### config.mk
export PLATFORM = sky130hd
export DESIGN_NAME = button_event_qualifier
export DESIGN_NICKNAME = d
export VERILOG_FILES = /design/src/rtl/bev_pkg.sv /design/src/rtl/bev_cfg_regs.sv /design/src/rtl/bev_eval.sv /design/src/rtl/button_event_qualifier.sv
export SDC_FILE = /design/constraint.sdc
export NUM_CORES = 1
export LEC_CHECK = 0
export BUFFER_PORTS_ARGS = -buffer_cell sky130_fd_sc_hd__buf_2
export CORE_MARGIN = 5
export CORE_UTILIZATION = 55
export DETAILED_ROUTE_END_ITERATION = 12
export GPL_TIMING_DRIVEN = 0
export PLACE_DENSITY = 0.74
export SLEW_MARGIN = 20
export SYNTH_ARGS = -nofsm -noshare
export SYNTH_HDL_FRONTEND = slang
export SYNTH_SLANG_ARGS = --single-unit
### constraint.sdc
create_clock -name clk -period 4.5 [get_ports clk]
set_input_delay 0 -clock clk [delete_from_list [all_inputs] [get_ports clk]]
set_output_delay 0 -clock clk [all_outputs]
set_load 0.03 [all_outputs]
### src/rtl/bev_pkg.sv
// ----------------------------------------------------------------------------
// bev_pkg: shared types and constants of the button event qualifier
// Register indexes, reset values, field widths and the config/event structs.
// ----------------------------------------------------------------------------
package bev_pkg;

	localparam int TIME_BITS_DEF = 32;
	localparam int NOW_W         = 32;
	localparam int THR_W         = 16;
	localparam int CFG_IDX_W     = 3;
	localparam int CFG_DATA_W    = 16;
	localparam int CLICK_W       = 2;
	localparam int IN_TDATA_W    = 40;
	localparam int OUT_TDATA_W   = 8;

	// register map
	typedef enum logic [CFG_IDX_W-1:0] {
		REG_PULL_UP     = 3'd0,
		REG_BOUNCE      = 3'd1,
		REG_DOUBLECLICK = 3'd2,
		REG_INACTIVITY  = 3'd3,
		REG_HOLD        = 3'd4
	} reg_idx_t;

	localparam logic             PULL_UP_RST     = 1'b1;
	localparam logic [THR_W-1:0] BOUNCE_RST      = 16'd50;
	localparam logic [THR_W-1:0] DOUBLECLICK_RST = 16'd300;
	localparam logic [THR_W-1:0] INACTIVITY_RST  = 16'd5000;
	localparam logic [THR_W-1:0] HOLD_RST        = 16'd1000;

	// second settled press inside the window
	localparam logic [CLICK_W-1:0] DOUBLE_COUNT = 2'd2;

	typedef struct packed {
		logic             pull_up;
		logic [THR_W-1:0] bounce_ms;
		logic [THR_W-1:0] doubleclick_ms;
		logic [THR_W-1:0] inactivity_ms;
		logic [THR_W-1:0] hold_ms;
	} cfg_t;

	// lowest bit first: press, release, double, idle, hold
	typedef struct packed {
		logic hold_pulse;
		logic idle_pulse;
		logic double_pulse;
		logic release_pulse;
		logic press_pulse;
	} evt_t;

endpackage

### src/rtl/bev_cfg_regs.sv
// ----------------------------------------------------------------------------
// bev_cfg_regs: configuration register file
// Write-only registers; indexes outside the map are dropped.
// ----------------------------------------------------------------------------
module bev_cfg_regs (
	input  logic                             clk,
	input  logic                             arst_n,
	input  logic                             cfg_we,
	input  logic [bev_pkg::CFG_IDX_W-1:0]    cfg_index,
	input  logic [bev_pkg::CFG_DATA_W-1:0]   cfg_data,
	output bev_pkg::cfg_t                    cfg
);

	bev_pkg::cfg_t cfg_q;

	always_ff @(posedge clk or negedge arst_n) begin
		if (!arst_n) begin
			cfg_q.pull_up        <= bev_pkg::PULL_UP_RST;
			cfg_q.bounce_ms      <= bev_pkg::BOUNCE_RST;
			cfg_q.doubleclick_ms <= bev_pkg::DOUBLECLICK_RST;
			cfg_q.inactivity_ms  <= bev_pkg::INACTIVITY_RST;
			cfg_q.hold_ms        <= bev_pkg::HOLD_RST;
		end else if (cfg_we) begin
			unique case (cfg_index)
				bev_pkg::REG_PULL_UP:     cfg_q.pull_up        <= cfg_data[0];
				bev_pkg::REG_BOUNCE:      cfg_q.bounce_ms      <= cfg_data;
				bev_pkg::REG_DOUBLECLICK: cfg_q.doubleclick_ms <= cfg_data;
				bev_pkg::REG_INACTIVITY:  cfg_q.inactivity_ms  <= cfg_data;
				bev_pkg::REG_HOLD:        cfg_q.hold_ms        <= cfg_data;
				default: ;
			endcase
		end
	end

	assign cfg = cfg_q;

endmodule

### src/rtl/bev_eval.sv
// ----------------------------------------------------------------------------
// bev_eval: per-poll evaluation and button state
// Elapsed time, threshold edges, click counter; state advances on step.
// ----------------------------------------------------------------------------
module bev_eval #(
	parameter int TIME_BITS = bev_pkg::TIME_BITS_DEF
) (
	input  logic                         clk,
	input  logic                         arst_n,
	input  logic                         step,
	input  logic [bev_pkg::NOW_W-1:0]    now_ms,
	input  logic                         pin_level,
	input  bev_pkg::cfg_t                cfg,
	output bev_pkg::evt_t                evt
);

	localparam int WideW = (TIME_BITS > bev_pkg::NOW_W) ? TIME_BITS : bev_pkg::NOW_W;

	logic                          last_level_q;
	logic [TIME_BITS-1:0]          change_time_q;
	logic                          ever_changed_q;
	logic [bev_pkg::CLICK_W-1:0]   click_q;
	logic                          b_prev_q, d_prev_q, i_prev_q, h_prev_q;

	logic [WideW-1:0]              now_wide;
	logic [TIME_BITS-1:0]          now_t;
	logic [TIME_BITS-1:0]          elapsed;
	logic                          changed, pressed, ever_nx;
	logic                          b_over, d_over, i_over, h_over;
	logic                          b_rise, i_rise, h_rise;
	logic [bev_pkg::CLICK_W-1:0]   click_mid, click_inc, click_nx;

	assign now_wide = WideW'(now_ms);
	assign now_t    = now_wide[TIME_BITS-1:0];
	assign elapsed  = now_t - change_time_q;   // wraps mod 2^TIME_BITS
	assign changed  = (pin_level != last_level_q);
	assign ever_nx  = ever_changed_q | changed;
	assign pressed  = cfg.pull_up ? !pin_level : pin_level;

	assign b_over = elapsed > TIME_BITS'(cfg.bounce_ms);
	assign d_over = elapsed > TIME_BITS'(cfg.doubleclick_ms);
	assign i_over = elapsed > TIME_BITS'(cfg.inactivity_ms);
	assign h_over = elapsed > TIME_BITS'(cfg.hold_ms);

	assign b_rise = b_over & !b_prev_q;
	assign i_rise = i_over & !i_prev_q;
	assign h_rise = h_over & !h_prev_q;

	// window expiry clears the count before this poll's press is counted
	assign click_mid = (d_over & !d_prev_q) ? '0 : click_q;
	assign click_inc = click_mid + 1'b1;

	always_comb begin
		evt      = '0;
		click_nx = click_mid;
		if (b_rise && pressed) begin
			evt.press_pulse = 1'b1;
			if (click_inc == bev_pkg::DOUBLE_COUNT) begin
				evt.double_pulse = 1'b1;
				click_nx         = '0;
			end else begin
				click_nx = click_inc;
			end
		end
		evt.release_pulse = b_rise & !pressed & ever_nx;
		evt.idle_pulse    = i_rise & !pressed & ever_nx;
		evt.hold_pulse    = h_rise &  pressed & ever_nx;
	end

	always_ff @(posedge clk or negedge arst_n) begin
		if (!arst_n) begin
			last_level_q   <= bev_pkg::PULL_UP_RST;
			change_time_q  <= '0;
			ever_changed_q <= 1'b0;
			click_q        <= '0;
			b_prev_q       <= 1'b0;
			d_prev_q       <= 1'b0;
			i_prev_q       <= 1'b0;
			h_prev_q       <= 1'b0;
		end else if (step) begin
			if (changed) begin
				last_level_q  <= pin_level;
				change_time_q <= now_t;
			end
			ever_changed_q <= ever_nx;
			click_q        <= click_nx;
			b_prev_q       <= b_over;
			d_prev_q       <= d_over;
			i_prev_q       <= i_over;
			h_prev_q       <= h_over;
		end
	end

endmodule

### src/rtl/button_event_qualifier.sv
// ----------------------------------------------------------------------------
// button_event_qualifier: debounced button click / double / idle / hold events
//
// Usage: each request on the slave stream is one poll of the button pin,
// carrying the millisecond time and the raw pin level. Every poll yields
// exactly one request on the master stream with five one-poll event flags.
// An accepted poll sits in the input register and the evaluation logic feeds the
// output register that drives m_tvalid. Throughput is one poll per clock while
// m_tready stays high; the limit is the update of the button state (change time,
// edge flags, click count) between polls.
// The input register accepts while it is empty or while the output register
// advances in the same cycle, so one poll can wait behind a stalled result.
// When the receiver stalls (m_tready low) the output holds, the input
// register fills and then s_tready drops; no poll is lost or evaluated twice.
// Reset (arst_n low) empties both registers, loads the register defaults
// (pull-up on, 50/300/5000/1000 ms) and sets the stored level to idle, change
// time to zero. Configuration writes are expected only while idle and take
// effect from the next evaluated poll.
// ----------------------------------------------------------------------------
module button_event_qualifier #(
	parameter int TIME_BITS = bev_pkg::TIME_BITS_DEF
) (
	input  logic                              clk,
	input  logic                              arst_n,
	input  logic                              s_tvalid,
	output logic                              s_tready,
	input  logic [bev_pkg::IN_TDATA_W-1:0]    s_tdata,   // [31:0] now_ms, [32] pin_level
	output logic                              m_tvalid,
	input  logic                              m_tready,
	output logic [bev_pkg::OUT_TDATA_W-1:0]   m_tdata,   // [0] press_pulse, [1] release_pulse,
	                                                     // [2] double_pulse, [3] idle_pulse,
	                                                     // [4] hold_pulse
	input  logic                              cfg_we,
	input  logic [bev_pkg::CFG_IDX_W-1:0]     cfg_index,
	input  logic [bev_pkg::CFG_DATA_W-1:0]    cfg_data
);

	bev_pkg::cfg_t                cfg;
	bev_pkg::evt_t                evt;
	bev_pkg::evt_t                evt_s2;

	logic                         valid_s1;
	logic [bev_pkg::NOW_W-1:0]    now_s1;
	logic                         level_s1;
	logic                         advance;   // output register free this cycle
	logic                         step;      // poll evaluated this cycle

	assign advance  = !m_tvalid || m_tready;
	assign step     = valid_s1 && advance;
	assign s_tready = !valid_s1 || advance;

	bev_cfg_regs u_cfg (
		.clk       (clk),
		.arst_n    (arst_n),
		.cfg_we    (cfg_we),
		.cfg_index (cfg_index),
		.cfg_data  (cfg_data),
		.cfg       (cfg)
	);

	bev_eval #(
		.TIME_BITS (TIME_BITS)
	) u_eval (
		.clk       (clk),
		.arst_n    (arst_n),
		.step      (step),
		.now_ms    (now_s1),
		.pin_level (level_s1),
		.cfg       (cfg),
		.evt       (evt)
	);

	// input register
	always_ff @(posedge clk or negedge arst_n) begin
		if (!arst_n) begin
			valid_s1 <= 1'b0;
		end else if (s_tready) begin
			valid_s1 <= s_tvalid;
		end
	end

	always_ff @(posedge clk) begin
		if (s_tvalid && s_tready) begin
			now_s1   <= s_tdata[bev_pkg::NOW_W-1:0];
			level_s1 <= s_tdata[bev_pkg::NOW_W];
		end
	end

	// result register
	always_ff @(posedge clk or negedge arst_n) begin
		if (!arst_n) begin
			m_tvalid <= 1'b0;
		end else if (advance) begin
			m_tvalid <= valid_s1;
		end
	end

	always_ff @(posedge clk) begin
		if (step) begin
			evt_s2 <= evt;
		end
	end

	assign m_tdata = bev_pkg::OUT_TDATA_W'(evt_s2);

`ifndef SYNTH
	// a double click is always reported together with its press
	a_double_has_press: assert property (@(posedge clk) disable iff (!arst_n)
		m_tvalid |-> (!evt_s2.double_pulse || evt_s2.press_pulse))
		else $error("double pulse without press pulse");

	// press and release come from one bounce edge with opposite polarity
	a_press_release_excl: assert property (@(posedge clk) disable iff (!arst_n)
		m_tvalid |-> !(evt_s2.press_pulse && evt_s2.release_pulse))
		else $error("press and release in one poll");

	// idle needs released, hold needs pressed
	a_idle_hold_excl: assert property (@(posedge clk) disable iff (!arst_n)
		m_tvalid |-> !(evt_s2.idle_pulse && evt_s2.hold_pulse))
		else $error("idle and hold in one poll");

	// a poll waiting in the input register is kept until evaluated
	a_s1_kept: assert property (@(posedge clk) disable iff (!arst_n)
		(valid_s1 && !advance) |=> (valid_s1 && $stable(now_s1) && $stable(level_s1)))
		else $error("stalled poll lost or changed");
`endif

endmodule

Yosys cells after proc, flatten, opt, wreduce, memory -nomap -nowiden
Cells that the tools add are included.
{"block": "word_totals", "wordCells": 71, "reg_bits": 145, "in_bits": 64, "out_inout_bits": 10}
{"block": "op_classes", "bitwise": 11, "n_addsub": 2, "eq_ne": 6, "reduce_logical": 20, "mux": 6, "n_lt_le_gt_ge": 4}
{"cell": "32-bit by 16-bit > comparator with 1-bit output", "n": 4}
{"cell": "32-bit subtractor", "n": 1}
{"cell": "2-bit AND reduction", "n": 6}
{"cell": "1-bit AND", "n": 10}
{"cell": "1-bit zero test", "n": 8}
{"cell": "3-bit by 2-bit equality test with 1-bit output, second input constant", "n": 2}
{"cell": "2-bit two-way mux", "n": 3}
{"cell": "3-bit by 1-bit equality test with 1-bit output, second input constant", "n": 1}
{"cell": "3-bit equality test, second input constant", "n": 1}
{"cell": "1-bit logical AND", "n": 3}
{"cell": "3-bit zero test", "n": 1}
{"cell": "1-bit two-way mux", "n": 3}
{"cell": "2-bit by 1-bit adder with 2-bit output, second input constant", "n": 1}
{"cell": "2-bit equality test, second input constant", "n": 1}
{"cell": "1-bit logical OR", "n": 2}
{"cell": "1-bit != test", "n": 1}
{"cell": "1-bit bitwise OR", "n": 1}

Depth between registers and ports, before layout
Gate-level depths: netlist of the first run.
{"block": "logic_depth", "word_depth": 8, "ltp_mapped": 21, "ltp_nobuf": 21}

Cells and area by module
Synthesis of the first run repeated with hierarchy kept, for this count alone.
{"block": "hier_totals", "cells_unflattened": 843, "hier_area_um2": 9266.4}
{"module": "bev_eval", "area_each_um2": 5338.9, "instances": 1, "seq_area_each_um2": 1002.2, "cells_per_inst": 651}
{"module": "bev_cfg_regs", "area_each_um2": 2656.3, "instances": 1, "seq_area_each_um2": 1650.3, "cells_per_inst": 142}
{"module": "button_event_qualifier", "area_each_um2": 1271.2, "instances": 1, "seq_area_each_um2": 1191.1, "cells_per_inst": 50}

Worst setup path before layout of the first run
Ideal clock, no wire load.
{"block": "synth_timing", "kind": "reg-to-reg", "startpoint": "register now_s1[4] in the netlist's numbering", "endpoint": "register evt_s2 (netlist bit m_tdata[4]) (data pin)", "path_stages_with_launch": 20, "setup_slack_ns": 0.733, "path_buffers": 0, "setup_time_ns": 0.267, "t_required_ns": 4.233, "period_less_slack_ns": 3.767, "t_arrival_ns": 3.500, "cell_sequence": "edfxtp_1 -> ha_1 -> a21o_1 -> a21oi_1 -> nand2_1 -> a31o_2 -> a21o_1 -> a21oi_1 -> xnor2_1 -> ha_1 -> a21o_1 -> a21o_1 -> a21oi_1 -> nor2b_1 -> o21ai_0 -> nand2b_1 -> a21oi_1 -> o31a_1 -> o21a_1 -> a2111oi_2"}
{"item": "start: declaration", "line": "button_event_qualifier.sv:43", "text": "logic [bev_pkg::NOW_W-1:0] now_s1;"}
{"item": "start signal: assignment", "line": "button_event_qualifier.sv:84", "text": "now_s1 <= s_tdata[bev_pkg::NOW_W-1:0];"}
{"item": "end signal: assignment", "line": "button_event_qualifier.sv:100", "text": "evt_s2 <= evt;"}
{"item": "end: declaration", "line": "button_event_qualifier.sv:40", "text": "bev_pkg::evt_t evt_s2;"}

==> metrics.md, run 1 <==
| Metric | Value |
|---|---|
| Outcome | complete, no violations |
| Main combinational cell family by area after synthesis | compound AO/OA/AOI/OAI gates |
| Post-synthesis sequential area ratio | 43.2% |
| GRT Total Usage | 23.9% |
| # DRC | 0 |
| H-tree Lvls | 4 |
| Initial antenna violation count | 0 |
| Ys Warns | 0 |
| Top routing layer in use | met4 |
| Post-synth EDFFs | 38 |
| Placed Area | 9540 µm² |
| Top FF cell, synth | dfrtp_1 |
| Synth Area in Adders | 13.6% |
| First-pass GRT wire length | 35.0 mm |
| Layout cells sized above 1 | 18.4% |
| #FFs+latches synth | 145 |
| Wire per inst | 16.7 µm |
| LEAKAGE | 4.91 nW |
| P&R area growth vs syn | 20.5% |
| Fin Hold WS | 0.0746 ns |
| Final clock skew | 0.00766 ns |
| Filler Cell Count | 1253 |
| Netlist cell types | 71 |
| Clock Tree Buf Depth | 2 |
| Nets | 1198 |
| Clock slew at reported path FFs | 0.06 ns |
| Post-Syn Instances | 893 |
| Post-synthesis compound-gate area fraction | 16.7% |
| Crit end category | flop |
| Met3 routed WL | 788 µm |
| Area share of the leading cell type in the synthesized netlist | 24.5% |
| WL final | 21.2 mm |
| Design area | 10700 µm² |
| Final Hold Vio Count | 0 |
| Worst Path Arrival | 4.44 ns |
| DP Wirelength | 15.3 mm |
| Peak VDD IR | 0.486 mV |
| Pwr per Cell Area | 611 nW/µm² |
| PortBufs | 63 |
| Vias | 7095 |
| Setup violations, final | 0 |
| Hold Crit Class | in2async |
| Post-synth ARST share | 73.8% |
| Core box area | 15900 µm² |
| Starting DRT DRC Count | 406 |
| Mux cell area share after synthesis | 7.01% |
| Die Wd | 137 µm |
| Crit path required time | 4.66 ns |
| Largest net degree at the start of global routing | 67 |
| Max_cap viols | 0 |
| Clock Latency Late Sink | 0.43 ns |
| CTS tree | yes |
| GPL Wtd Cong | 0.929 |
| Max Fclk | 234 MHz |
| CTS buffer count | 17 |
| Pre-antenna DRT Iters | 5 |
| Reg2reg setup slack | 0.22 ns |
| Worst-path fanout max | 4 |
| Seq. cell area | 3840 µm² |
| Tcrit/Tclk final | 95.1% |
| Slew Limit Fails | 0 |
| Setup Crit Path Kind | reg2reg |
| Simple logic cell fraction of the synthesized area | 11.7% |
| Multi-input gate area | 4620 µm² |
| Grt ovf | 0 |
| Area contributors post-synth | dfrtp_1, ha_1, edfxtp_1 |
| PnR worst setup slack | 0.222 ns |
| Max-slew headroom | 49.3% |
| Mapped Avg Cell Area | 9.95 µm² |
| Post-route ant nets | 0 |
| Ports | 74 |
| DR WL met2 | 10.9 mm |
| Setup TNS | 0 ns |
| Area leader, netlist | dfrtp_1 |
| Clk sinks | 145 |
| Most frequent cells in the layout | inv_1, ha_1, nand2_1 |
| Initial Utilization | 56.0% |
| Chip height | 137 µm |
| Die area | 18800 µm² |
| FP Rows | 46 |
| Total chip power | 6.54 mW |
| Vias/cell | 5.60 |
| Most common cell after layout, fill and taps aside | inv_1 |
| Worst setup SP type | flop |
| Root buffer cell | clkbuf_16 |
| Synth Area in XOR/XNOR | 2.07% |
| # diodes | 0 |
| Cell Area, Synth | 8890 µm² |
| Slew @ Worst Pin | 0.761 ns |
| DP Worst Slack | -0.134 ns |
| Vias in the first global route | 7220 |
| Met1 WL | 9.17 mm |
| Fin crit period | 4.28 ns |
[stage by stage]
stage               util, %  std cells
global placement       59.7       1174
finish                 67.4       1267
floorplan                 -        895
global route           67.4       1267
CTS                    66.8       1263
detailed placement     60.0       1176
[cells by family (layout without fill, tap and decap cells)]
| family | Yosys count | count (layout) |
|---|---|---|
| muxes | 56 | 56 |
| and+or+nand+nor | 215 | 215 |
| buffers and inverters | 126 | 282 |
| DFF | 145 | 145 |
| other | 1 | 3 |
| AOI/OAI and AO/OA | 233 | 233 |
| xor gates and xnor gates | 21 | 21 |
| adders and majority gates | 96 | 96 |
[layer usage]
metal,vias up,GRT usage (%)
met5,-,0
met4,0,6.04
met3,28,4.34
met2,147,42.9
met1,3455,29.6
li1,3465,-
[critical path, cell delays in order, from the launching register on]
cell	delay, ns
edfxtp_1	0.50
ha_4	0.31
a21o_1	0.24
a21oi_2	0.24
nand2_1	0.12
a31o_2	0.29
a21o_1	0.19
a21oi_2	0.18
xnor2_2	0.08
buf_4	0.15
ha_1	0.29
a21o_1	0.16
a21o_1	0.17
a21oi_1	0.21
nor2b_1	0.07
o21ai_0	0.16
nand2b_1	0.07
a21oi_1	0.16
o31a_1	0.20
o21a_1	0.18
a2111oi_2	0.06
[cell type report]
class                           count  area share, %
Multi-Input combinational cell    624           43.2
Sequential cell                   145           35.9
Timing Repair Buffer              124           8.87
Clock buffer                       26           4.58
Inverter                           98           3.43
Tap cell                          216           2.52
Buffer                             28           1.24
Clock inverter                      6          0.304
[repair_timing]
action / CTS / global route
hold buffers: 55 / 0
resized for setup: 2 / 9
setup endpoints to repair: 3 / 6
endpoints found under the hold margin: 193 / 0
pin swaps: 0 / 3
buffers inserted: 0 / 4
[path summary, 6_finish.rpt]
path / start / endpoint / cells after the start
min in group clk: cfg_index[2] / u_cfg.cfg[0]$_DFFE_PN0P_ / 4
setup reg to reg: now_s1[4]$_DFFE_PP_ / m_tdata[4]$_DFFE_PP_ / 20
setup / recovery: now_s1[4]$_DFFE_PP_ / m_tdata[4]$_DFFE_PP_ / 20
hold reg to reg: u_eval.ever_changed_q$_DFFE_PN0P_ / u_eval.ever_changed_q$_DFFE_PN0P_ / 2
hold / removal: arst_n / u_cfg.cfg[57]$_DFFE_PN0P_ / 2
max in group asynchronous: arst_n / u_eval.last_level_q$_DFFE_PN1P_ / 3
[synthesized netlist by cell type, types with 6 or more instances]
library cell  instances
a21o_1               30
a21oi_1              52
a31oi_1               9
clkbuf_1             18
dfrtp_1              87
dfstp_2              20
edfxtp_1             38
ha_1                 95
inv_1                98
mux2_2               50
mux2i_1               6
nand2_1              88
nand2b_1             13
nand3_1              11
nand4_1              18
nor2_1               35
nor2b_1              11
nor3_1                8
o21a_1               18
o21ai_0              73
o21bai_1              6
xnor2_1              16
[sequential cells by signal (all words and copies together), names as in the netlist]
signal,count
u_eval.click_q,2
u_eval.i_prev_q,1
u_eval.last_level_q,1
u_cfg.cfg,65
now_s1,32
u_eval.d_prev_q,1
u_eval.b_prev_q,1
level_s1,1
valid_s1,1
u_eval.ever_changed_q,1
u_eval.h_prev_q,1
u_eval.change_time_q,32
m_tdata,5
m_tvalid,1
[power breakdown]
| part | internal [mW] | leakage (nW) | switching (mW) |
|---|---|---|---|
| sequential | 1.64 | 1.60 | 0.116 |
| clock | 0.747 | 0.257 | 0.525 |
| combinational | 1.52 | 3.05 | 1.99 |
Power figures use the tool's default switching activity.
==> run 2: changes to the inputs <==
--- a/config.mk
+++ b/config.mk
@@ -14,4 +14,5 @@
 export SLEW_MARGIN = 20
 export SYNTH_ARGS = -nofsm -noshare
 export SYNTH_HDL_FRONTEND = slang
+export SYNTH_HIERARCHICAL = 1
 export SYNTH_SLANG_ARGS = --single-unit
==> metrics.md, run 2 <==
| Metric | Value |
|---|---|
| Netlist cell types | 83 |
| Die Wd | 140 µm |
| Chip height | 140 µm |
| Number of flip-flops in the largest register | 65 |
| Ys Warns | 6 |
| Crit path required time | 4.81 ns |
| Setup Crit Path Kind | reg2reg |
| FP Rows | 47 |
| Crit end category | flop |
| Slew Limit Fails | 0 |
| Area share of the leading cell type in the synthesized netlist | 23.5% |
| GPL Wtd Cong | 0.877 |
| Vias in the first global route | 6736 |
| Slew @ Worst Pin | 0.867 ns |
| Core box area | 16600 µm² |
| FF-to-FF Start | now_s1[3]$_DFFE_PP_ |
| Wire per inst | 17.1 µm |
| Cell Area, Synth | 9270 µm² |
| DP Wirelength | 15.1 mm |
| CP max stage delay | 0.40 ns |
| Starting DRT DRC Count | 516 |
| Peak VDD IR | 0.429 mV |
| Cell Int Power | 4.02 mW |
| Clock power share | 20.0% |
| WP depth | 20 |
| Ports | 74 |
| Most frequent cells in the layout | inv_1, ha_1, dfrtp_1 |
| Max-slew headroom | 42.2% |
| Post-route ant nets | 0 |
| PortBufs | 63 |
| Pre-antenna DRT Iters | 5 |
| Buf+Inv Stages, Crit Path | 0 |
| Post-synth EDFFs | 38 |
| Sw frac | 40.2% |
| Die area | 19500 µm² |
| PnR worst setup slack | 0.178 ns |
| Top-count cell post-synth | inv_1 |
| Most common cell after layout, fill and taps aside | inv_1 |
| Layout cells sized above 1 | 26.9% |
| Clock Latency Late Sink | 0.43 ns |
| Worst-path fanout max | 5 |
| Mapped Avg Cell Area | 11.0 µm² |
| Setup violations, final | 0 |
| Combinational share of power | 53.3% |
| Slowest-stage cell, CP | edfxtp_1 |
| Clock Tree Buf Depth | 2 |
| FF-to-FF path depth | 20 |
| Hold Crit Class | in2reg |
| Initial Utilization | 55.9% |
| Reg2reg setup slack | 0.18 ns |
| Pwr per Cell Area | 607 nW/µm² |
| GRT Total Usage | 21.6% |
| Top FF cell, synth | dfrtp_1 |
| Root buffer cell | clkbuf_16 |
| Vias | 6699 |
| CP Cell Sequence | ha_2, a21o_1, a21oi_2, nand2_1, a31oi_2, o21ai_0, a21oi_2, xnor2_2, ha_1, a21o_1, a21o_1, a21oi_1, nor2b_1, o211ai_1, a21boi_0, o31ai_1, and2_1, a21oi_1, and4b_1, nor3_2 |
| # diodes | 0 |
| P&R area growth vs syn | 19.4% |
| Tcrit/Tclk final | 96.0% |
| Fin Hold WS | 0.0291 ns |
| Switching pwr | 2.70 mW |
| Final clock skew | 0.0150 ns |
| Worst Path Arrival | 4.63 ns |
| First-pass GRT wire length | 34.0 mm |
| Design area | 11100 µm² |
| Fin crit period | 4.32 ns |
| Crit Reg-Reg Endpoint | u_eval/click_q[0]$_DFFE_PN0P_ |
| CP top delay family | compound AO/OA/AOI/OAI gates |
| Post-Syn Instances | 843 |
| CTS buffer count | 17 |
| Post-synth ARST share | 73.8% |
| WL final | 20.7 mm |
| Grt ovf | 0 |
| Nets | 1143 |
| Post-synth top cells | inv_1, ha_1, dfrtp_1 |
| Max Fclk | 231 MHz |
| #FFs+latches synth | 145 |
| # DRC | 0 |
| Area contributors post-synth | dfrtp_1, ha_1, edfxtp_1 |
| Clock slew at reported path FFs | 0.06 ns |
| Max_cap viols | 0 |
| CP endpoint | u_eval/click_q[0]$_DFFE_PN0P_ |
| Largest net degree at the start of global routing | 69 |
| CTS tree | yes |
| Clk sinks | 145 |
| Area leader, netlist | dfrtp_1 |
| Cell mode on critical path | a21o_1 |
| Final Hold Vio Count | 0 |
| H-tree Lvls | 4 |
| Placed Area | 9900 µm² |
| Vias/cell | 5.51 |
| LEAKAGE | 5.05 nW |
| Non-Filler Instances | 1216 |
| Post-synthesis sequential area ratio | 41.5% |
| Total chip power | 6.72 mW |
| Outcome | complete, no violations |
| Sequential power share | 26.8% |
| DP Worst Slack | -0.187 ns |
| Placed Cells | 1129 |
| Initial antenna violation count | 0 |
| CP startpoint | now_s1[3]$_DFFE_PP_ |
| Worst setup SP type | flop |
-- run 2: cell types whose count changed in the layout (fill, tap and decap cells not counted), moves of 6 or more --
cell / before / now
a21o_1: 30 / 17
a31oi_1: 9 / 2
clkbuf_1: 25 / 10
inv_1: 98 / 104
mux2_2: 50 / 66
mux2_4: 0 / 30
nand2_1: 88 / 34
o21ai_0: 72 / 34
-- run 2: worst min path at each step --
| stage | cells past startpoint | slack, ns | end | from |
|---|---|---|---|---|
| 2_1_floorplan | 0 | -0.30 | m_tvalid$_DFFE_PN0P_ | arst_n |
| 3_3_place_gp | 1 | 0.18 | now_s1[0]$_DFFE_PP_ | s_tdata[0] |
| 3_5_place_dp | 1 | -0.05 | u_cfg/cfg[42]$_DFFE_PN0P_ | arst_n |
| 4_1_cts | 3 | 0.02 | u_cfg/cfg[64]$_DFFE_PN1P_ | cfg_index[2] |
| 5_1_grt | 3 | 0.03 | u_cfg/cfg[64]$_DFFE_PN1P_ | cfg_index[2] |
| 6_report | 3 | 0.03 | u_cfg/cfg[64]$_DFFE_PN1P_ | cfg_index[2] |
-- run 2: worst register-to-register path: cells and delay by family (launching register included) --
kind | cells | cell delay [ns]
flip-flops | 1 | 0.40
adder cells (fa/ha/maj) | 2 | 0.65
XOR/XNOR | 1 | 0.20
AND/OR/NAND/NOR | 5 | 0.75
AO/OA/AOI/OAI | 12 | 2.20
-- run 2: kinds of logic (layout without fill, tap and decap cells) --
family	count (synthesis)	in the layout	share of synthesized area, %
compound gates	179	179	13.1
simple gates	175	175	11.0
flops	145	145	41.5
buf+inv	125	276	6.02
mux	97	97	13.0
fa+ha+maj	96	96	13.0
xor+xnor	25	25	2.36
other cells	1	3	0.0405
-- run 2: power groups by stage --
stage / clock network [mW] / logic (mW) / registers [mW]
3_5_place_dp: 0 / 3.36 / 1.82
3_3_place_gp: 0 / 3.28 / 1.81
6_report: 1.34 / 3.58 / 1.80
4_1_cts: 1.36 / 3.47 / 1.80
2_1_floorplan: 0 / 2.58 / 1.78
5_1_grt: 1.42 / 3.96 / 1.83
-- run 2: cell type report --
class | count | area (µm²)
Sequential cell | 145 | 3840
Clock buffer | 24 | 513
Timing Repair Buffer | 119 | 895
Tap cell | 220 | 275
Fill cell | 1278 | 5520
Inverter | 104 | 390
Multi-Input combinational cell | 575 | 4930
Clock inverter | 8 | 48.8
Buffer | 21 | 168
-- run 2: timing repair --
| action | in CTS | in global routing |
|---|---|---|
| buffers inserted | 0 | 2 |
| endpoints found under the setup margin | 5 | 8 |
| hold endpoints to repair | 189 | 0 |
| hold buffers | 53 | 0 |
| resized for setup | 3 | 8 |
| pin swaps | 0 | 4 |
-- run 2: metrics by stage --
stage | util [%] | setup TNS (ns)
final | 66.7 | 0
after global routing | 66.7 | -0.0564
after CTS | 66.4 | 0
after detailed placement | 59.7 | -0.464
after global placement | 59.5 | -0.640
after floorplan | - | 0
-- run 2: routing by layer --
metal	vias up	part of all wire, %	GRT usage [%]	wire length (µm)
li1	3294	-	-	-
met1	3232	45	28.5	9340
met2	145	49	35.7	10100
met3	28	4.6	4.56	946
met4	0	1.8	6.73	381
met5	-	0	0	0
==> run 3: changes to the inputs <==
--- a/config.mk
+++ b/config.mk
@@ -10,8 +10,7 @@
 export CORE_UTILIZATION = 55
 export DETAILED_ROUTE_END_ITERATION = 12
 export GPL_TIMING_DRIVEN = 0
-export PLACE_DENSITY = 0.74
-export SLEW_MARGIN = 20
+export PLACE_DENSITY = 0.79
 export SYNTH_ARGS = -nofsm -noshare
 export SYNTH_HDL_FRONTEND = slang
 export SYNTH_HIERARCHICAL = 1
==> metrics.md, run 3 (synthesis gave the netlist of run 2 again) <==
| Metric | Value |
|---|---|
| WL final | 20.8 mm |
| Buf+Inv Stages, Crit Path | 2 |
| P&R area growth vs syn | 20.9% |
| Placed Cells | 1129 |
| Die Wd | 140 µm |
| Vias in the first global route | 6816 |
| Starting DRT DRC Count | 502 |
| FF-to-FF Start | u_eval/change_time_q[1]$_DFFE_PN0P_ |
| Ports | 74 |
| LEAKAGE | 5.11 nW |
| Clock Latency Late Sink | 0.43 ns |
| # diodes | 0 |
| PortBufs | 63 |
| Slew Limit Fails | 0 |
| Wire per inst | 17.0 µm |
| Clock slew at reported path FFs | 0.06 ns |
| Slowest-stage cell, CP | dfrtp_1 |
| Most common cell after layout, fill and taps aside | inv_1 |
| Initial Utilization | 55.9% |
| Clk sinks | 145 |
| DP Worst Slack | -0.119 ns |
| FF-to-FF path depth | 22 |
| Initial antenna violation count | 0 |
| CP Cell Sequence | inv_1, ha_1, nor2b_1, o2111ai_2, nand2_2, a31oi_4, o21ai_0, a21oi_1, xnor2_2, buf_4, ha_1, a21o_1, a21o_1, a21oi_1, nor2b_1, o211ai_1, a21boi_1, o31ai_2, and2_1, a21oi_1, and4b_1, nor3_2 |
| Worst Path Arrival | 4.57 ns |
| Core box area | 16600 µm² |
| Final clock skew | 0.0109 ns |
| Max_cap viols | 0 |
| Crit path required time | 4.81 ns |
| WP depth | 22 |
| Reg2reg setup slack | 0.24 ns |
| H-tree Lvls | 4 |
| CP endpoint | u_eval/click_q[0]$_DFFE_PN0P_ |
| Final Hold Vio Count | 0 |
| Die area | 19500 µm² |
| Tcrit/Tclk final | 94.7% |
| Crit end category | flop |
| Peak VDD IR | 0.355 mV |
| Pre-antenna DRT Iters | 5 |
| Setup Crit Path Kind | reg2reg |
| Pwr per Cell Area | 621 nW/µm² |
| Filler Cell Count | 1258 |
| Layout cells sized above 1 | 27.5% |
| Chip height | 140 µm |
| GRT Total Usage | 22.0% |
| CP startpoint | u_eval/change_time_q[1]$_DFFE_PN0P_ |
| Worst setup SP type | flop |
| First-pass GRT wire length | 34.4 mm |
| FP Rows | 47 |
| PnR worst setup slack | 0.239 ns |
| Max Fclk | 235 MHz |
| # DRC | 0 |
| Setup violations, final | 0 |
| Grt ovf | 0 |
| Fin crit period | 4.26 ns |
| Nets | 1147 |
| Most frequent cells in the layout | inv_1, ha_1, dfrtp_1 |
| Largest net degree at the start of global routing | 58 |
| Non-Filler Instances | 1220 |
| Number of flip-flops in the largest register | 65 |
| CP top delay family | compound AO/OA/AOI/OAI gates |
| Clock Tree Buf Depth | 2 |
| Max-slew headroom | 46.9% |
| Vias/cell | 5.56 |
| Slew @ Worst Pin | 0.796 ns |
| Worst-path fanout max | 4 |
| Root buffer cell | clkbuf_16 |
| Outcome | complete, no violations |
| Vias | 6782 |
| CTS buffer count | 17 |
| Cell mode on critical path | a21oi_1 |
| CTS tree | yes |
| Hold Crit Class | in2reg |
| Crit Reg-Reg Endpoint | u_eval/click_q[0]$_DFFE_PN0P_ |
| Post-route ant nets | 0 |
| GPL Wtd Cong | 0.919 |
| CP max stage delay | 0.40 ns |
| DP Wirelength | 15.1 mm |
## run 3: report_power, final
part / total [mW] / leakage (nW) / switching (mW) / internal (mW)
clock: 1.50 / 0.323 / 0.559 / 0.945
combinational: 3.64 / 3.19 / 2.03 / 1.62
sequential: 1.80 / 1.60 / 0.153 / 1.65
## run 3: worst min path at each step
stage                     depth (start not counted)    startpoint  slack, ns                         to
after CTS                                         3  cfg_index[2]       0.01  u_cfg/cfg[64]$_DFFE_PN1P_
final                                             3  cfg_index[2]       0.02  u_cfg/cfg[64]$_DFFE_PN1P_
after floorplan                                   0        arst_n      -0.30       m_tvalid$_DFFE_PN0P_
after global routing                              3  cfg_index[2]       0.03  u_cfg/cfg[64]$_DFFE_PN1P_
after global placement                            1   s_tdata[19]       0.18       now_s1[19]$_DFFE_PP_
after detailed placement                          1        arst_n       0.08  u_cfg/cfg[20]$_DFFE_PN0P_
## run 3: layer usage
| metal | wire [µm] | part of all wire [%] | track usage [%] |
|---|---|---|---|
| met2 | 9930 | 48 | 35.9 |
| met4 | 553 | 2.7 | 7.70 |
| met3 | 961 | 4.6 | 5.21 |
| met5 | 0 | 0 | 0 |
| met1 | 9340 | 45 | 28.7 |
## run 3: final cells by class
class	count	area [µm²]	share of cell area [%]
Buffer	21	168	1.50
Multi-Input combinational cell	575	4950	44.2
Sequential cell	145	3840	34.3
Clock inverter	8	81.3	0.726
Inverter	104	390	3.48
Timing Repair Buffer	123	921	8.22
Tap cell	220	275	2.46
Clock buffer	24	568	5.07
## run 3: tightest hold or removal path, delay by kind of cell
kind	cells	cell delay, ns
multiplexers	1	0.22
buffers and inverters	1	0.11
AND/OR/NAND/NOR	1	0.07
## run 3: timing repair
action / 4_1_cts / 5_1_grt
buffers inserted: 0 / 6
endpoints found under the setup margin: 4 / 7
endpoints found under the hold margin: 137 / 0
hold buffers: 53 / 0
resized for setup: 3 / 11
pin swaps: 0 / 8
## run 3: metrics by stage
stage	hold slack (ns)	instance area [µm²]	TNS (ns)	total power, mW	utilization, %
floorplan	-0.296	9270	0	4.35	-
global placement	0.177	9860	-0.330	5.05	59.5
detailed placement	0.0816	9890	-0.229	5.18	59.7
CTS	0.0142	11100	0	6.80	66.9
global route	0.0303	11200	-0.0147	7.49	67.5
finish	0.0196	11200	0	6.95	67.5
